File: src/rtl/sli_pkg.sv
// Shared types and constants for the sorted list intersection unit.
// No dependencies; every other file of the block imports this package.
`default_nettype none

package sli_pkg;

  localparam int unsigned ValueW = 24;
  localparam int unsigned DefaultListDepth = 512;

  // Element codes carried in the op field of an input request.
  localparam logic OpFirst  = 1'b0;
  localparam logic OpSecond = 1'b1;

  // Commands from the controller to the datapath.
  typedef struct packed {
    logic wr_elem;    // store a first-list element
    logic load_item;  // latch a second-list element
    logic rd_en;      // read the stored list
    logic rd_next;    // read address is pointer plus one
    logic ptr_inc;    // advance the read pointer
    logic emit;       // load the output register
    logic emit_hit;   // the emitted result is a match
    logic clear;      // drop the stored list and rewind the pointer
  } cmd_t;

  // Status from the datapath to the controller.
  typedef struct packed {
    logic lt;        // pointer in range and stored value below the item
    logic eq;        // pointer in range and stored value equals the item
    logic more;      // pointer plus one is still inside the stored list
    logic last;      // latched item is the last of the second list
    logic out_free;  // output register can take a result this cycle
  } status_t;

endpackage

`default_nettype wire

File: src/rtl/sli_ctrl.sv
// Controller state machine: sequences store, compare and result requests.
// Depends on sli_pkg for the command and status structs.
`default_nettype none

module sli_ctrl (
  input  wire logic             clk_i,
  input  wire logic             rst_ni,
  input  wire logic             in_valid_i,
  input  wire logic             in_op_i,
  output logic                  in_ready_o,
  input  wire sli_pkg::status_t status_i,
  output sli_pkg::cmd_t         cmd_o
);
  import sli_pkg::*;

  typedef enum logic [2:0] {
    StIdle = 3'b001,
    StCmp  = 3'b010,
    StEmit = 3'b100
  } state_e;

  state_e state_q, state_d;
  logic   hit_q, hit_d;
  logic   accept;
  logic   hit_now;

  assign in_ready_o = (state_q == StIdle);
  assign accept     = in_valid_i && in_ready_o;
  assign hit_now    = status_i.eq;

  always_comb begin
    state_d = state_q;
    hit_d   = hit_q;
    cmd_o   = '0;
    case (state_q)
      StIdle: begin
        if (accept) begin
          if (in_op_i == OpFirst) begin
            cmd_o.wr_elem = 1'b1;
          end else begin
            cmd_o.load_item = 1'b1;
            cmd_o.rd_en     = 1'b1;
            state_d         = StCmp;
          end
        end
      end
      StCmp: begin
        if (status_i.lt) begin
          cmd_o.ptr_inc = 1'b1;
          if (status_i.more) begin
            cmd_o.rd_en   = 1'b1;
            cmd_o.rd_next = 1'b1;
          end else if (status_i.last) begin
            // Ran off the end of the stored list: report the end marker only.
            if (status_i.out_free) begin
              cmd_o.emit  = 1'b1;
              cmd_o.clear = 1'b1;
              state_d     = StIdle;
            end else begin
              hit_d   = 1'b0;
              state_d = StEmit;
            end
          end else begin
            state_d = StIdle;
          end
        end else begin
          cmd_o.ptr_inc = hit_now;
          if (hit_now || status_i.last) begin
            if (status_i.out_free) begin
              cmd_o.emit     = 1'b1;
              cmd_o.emit_hit = hit_now;
              cmd_o.clear    = status_i.last;
              state_d        = StIdle;
            end else begin
              hit_d   = hit_now;
              state_d = StEmit;
            end
          end else begin
            state_d = StIdle;
          end
        end
      end
      StEmit: begin
        if (status_i.out_free) begin
          cmd_o.emit     = 1'b1;
          cmd_o.emit_hit = hit_q;
          cmd_o.clear    = status_i.last;
          state_d        = StIdle;
        end
      end
      default: begin
        state_d = StIdle;
      end
    endcase
  end

  always_ff @(posedge clk_i or negedge rst_ni) begin
    if (!rst_ni) begin
      state_q <= StIdle;
      hit_q   <= 1'b0;
    end else begin
      state_q <= state_d;
      hit_q   <= hit_d;
    end
  end

endmodule

`default_nettype wire

File: config.mk
export PLATFORM = sky130hd
export DESIGN_NAME = sli_ctrl
export DESIGN_NICKNAME = d
export VERILOG_FILES = /design/src/rtl/sli_pkg.sv /design/src/rtl/sli_ctrl.sv
export SDC_FILE = /design/constraint.sdc
export NUM_CORES = 1
export LEC_CHECK = 0
export BUFFER_PORTS_ARGS = -buffer_cell sky130_fd_sc_hd__buf_2
export CAP_MARGIN = 40
export CORE_AREA = 5 5 42 44
export CTS_BUF_LIST = sky130_fd_sc_hd__clkbuf_2
export CTS_CLUSTER_SIZE = 25
export DETAILED_ROUTE_END_ITERATION = 8
export DIE_AREA = 0 0 47 49
export HOLD_SLACK_MARGIN = 0.02
export PLACE_DENSITY = 0.6
export SETUP_SLACK_MARGIN = 0.3
export SLEW_MARGIN = 10
export SYNTH_ARGS = -nofsm -noshare
export SYNTH_HDL_FRONTEND = slang
export SYNTH_SLANG_ARGS = --single-unit
File: constraint.sdc
create_clock -name clk_i -period 1.59 [get_ports clk_i]
set_input_delay 0.159 -clock clk_i [delete_from_list [all_inputs] [get_ports clk_i]]
set_output_delay 0.159 -clock clk_i [all_outputs]
set_load 0.01 [all_outputs]
==> results.ini <==
[clocking]
clkLatencyLatePin_ns = 0.21
path_clk_slew_ns = 0.04
clock_sinks = 4
htreeDepth = 1
clockBufferDepth = 2
root_buffer = clkbuf_2
cts_buffers = 3
cts_tree = yes

[synth]
yosys-top-cells-area = dfrtp_1 (21%), dfstp_2 (7.5%), a21oi_1 (7.1%)
synth.distinct_cells = 28
async_flop_share = 1.00
syn_nets = 50
synth_top_family_by_area = simple AND/OR/NAND/NOR gates
synth_compound_area_frac = 0.282
yosys.area_share.simple = 0.407
yosys.area.top_type = dfrtp_1
synth_mux_area_frac = 0
synth_seq_cells = 4
synthCells = 41
seq_area_frac_synth = 0.289
ys_warn_count = 0
synth_commonest_cells = a21oi_1 (5), nand2_1 (4), dfrtp_1 (3)
avgSynthCellArea_um2 = 8.54
synth_most_common_cell = a21oi_1
synthAdderAreaFrac = 0
synth_area_um2 = 350
synthFlopType = dfrtp_1
synth_top_area_frac = 0.214
synth-edff-count = 0
synthXorXnorAreaFrac = 0

[finish]
n_antenna_cell = 0
nNetsFinal = 77
area_growth_pct = 63.9
stdcell_count = 83
fin_area_um2 = 574
drive_gt1_frac = 0.627

[global_routing]
grt_overflow = 0
grt_max_degree = 9
track_usage = 0.0778
grt_pass1_wl_um = 1340
grt_pass1_vias = 328
antenna_found_initial = 0

[floorplan]
num_rows = 14
dieArea_um2 = 2300
start_util = 0.250
die_width_um = 47
coreArea_um2 = 1400
die_y_um = 49
ios = 18

[route]
wl_met3_um = 72
drtIter0Drc = 8
vias = 386
wl_met1_um = 415
routed.top_layer = met3
wl_per_cell_um = 11.0
drt_first_pass_iters = 2
drcViolationCount = 0
met2_length_um = 425
wl_um = 913
avgViaCountPerCell = 4.65
ant_nets = 0

[placement]
place.gp.congestion = 0.705
hpwl_um = 662
place_inst = 74
dp_worst_setup_slack_ns = 0.150
port_buffers = 17
placed_area_um2 = 462

[timing]
hold_viol = 0
finalCritPeriodShare = 0.990
holdWs_ns = 0.244
setup_viol = 0
fin_tns_setup_ns = 0
rsz0062_at_grt = true
min_period_ns = 1.57
tightest_slew_ns = 0.351
timing.final.max_slew_violations = 0
layout_setup_ws_ns = 0.0159
fmax_mhz = 635
slew_headroom = 0.766
clock_skew_ns = 0.0117

[critical_path]
crit_path_end_kind = primary output
critPathLaunchType = register
crit_path_max_fanout = 3
required_ns = 1.43
cp.arrival_ns = 1.42
critical_path_class = register to primary output

[power_and_ir_drop]
power_leakage_nw = 0.259
power-per-cell-area_nw_per_um2 = 1000
peakVddDrop_v = 0.000701

[flow_run]
maxCapViolCount = 0

[run_status]
status = completed

[min_path]
hold_class = primary input to register

## layer usage
layer  GRT usage  vias up
li1            -      203
met1       0.114      170
met2      0.0995       13
met3      0.0221        0
met4      0.0415        0
met5           0        -
## state kept, by name (all words and copies together), names as in the netlist
signal / flops
hit_q: 1
state_q: 3
## metrics by stage
step	utilization	total power, mW
2_1_floorplan	-	0.334
3_5_place_dp	0.329	0.405
4_1_cts	0.389	0.560
3_3_place_gp	0.329	0.406
6_report	0.410	0.575
5_1_grt	0.410	0.621
## repair_timing
item                                   in CTS  in global routing
hold buffers                                1                  0
gates cloned                                0                  0
setup buffers                               4                  0
pin swaps                                   2                  4
resized for setup                           7                  9
setup endpoints to repair                   9                 10
endpoints found under the hold margin       4                  0
## path summary, 6_finish.rpt
path                                         from                     end  slack, ns  depth (start not counted)
min in group asynchronous                  rst_ni       hit_q$_DFFE_PN0P_       0.28                          2
max reg2reg                state_q[2]$_DFFE_PN0P_  state_q[0]$_DFFE_PN1P_       0.32                          5
max in group asynchronous                  rst_ni  state_q[0]$_DFFE_PN1P_       1.09                          2
min                                    in_valid_i  state_q[0]$_DFFE_PN1P_       0.24                          3
max                        state_q[0]$_DFFE_PN1P_                cmd_o[7]       0.02                          3
min reg2reg                     hit_q$_DFFE_PN0P_       hit_q$_DFFE_PN0P_       0.50                          1
## where the power goes
group,internal (mW),total [mW],leakage (nW),switching (mW)
combinational,0.157,0.305,0.195,0.149
clock,0.0664,0.108,0.0166,0.0416
sequential,0.140,0.161,0.0478,0.0214
## area by class of cell
cell class / count / area [µm²]
multi-input cells: 35 / 287
flip-flops and latches: 4 / 104
inverters: 2 / 7.51
well taps: 16 / 20.0
clock buffers: 4 / 20.0
fillers: 151 / 827
repair buffers: 22 / 136
## kinds of logic (layout without fill, tap and decap cells)
kind of cell	after synthesis	in the layout
flip-flops	4	4
AO/OA/AOI/OAI	14	14
buffers and inverters	2	28
AND/OR/NAND/NOR	21	21
## placed cells by master (no fill, tap or decap), types with 2 or more instances in the layout
master	netlist	layout
clkbuf_2	0	4
nand2_1	4	2
a21boi_0	2	2
a21oi_2	0	3
buf_6	0	3
nand2_2	0	2
and2_1	2	2
nand3b_1	2	2
buf_2	0	17
nor2_1	2	2
nor3b_4	0	2
dfrtp_2	0	2
or3b_4	1	2
a21oi_1	5	2
## critical path, stage by stage, from the launching register on
cell and delay, ns:
dfstp_2 0.52, or3b_4 0.40, nor3b_4 0.16, buf_2 0.14
No activity file was read; power rests on OpenSTA's default activity.
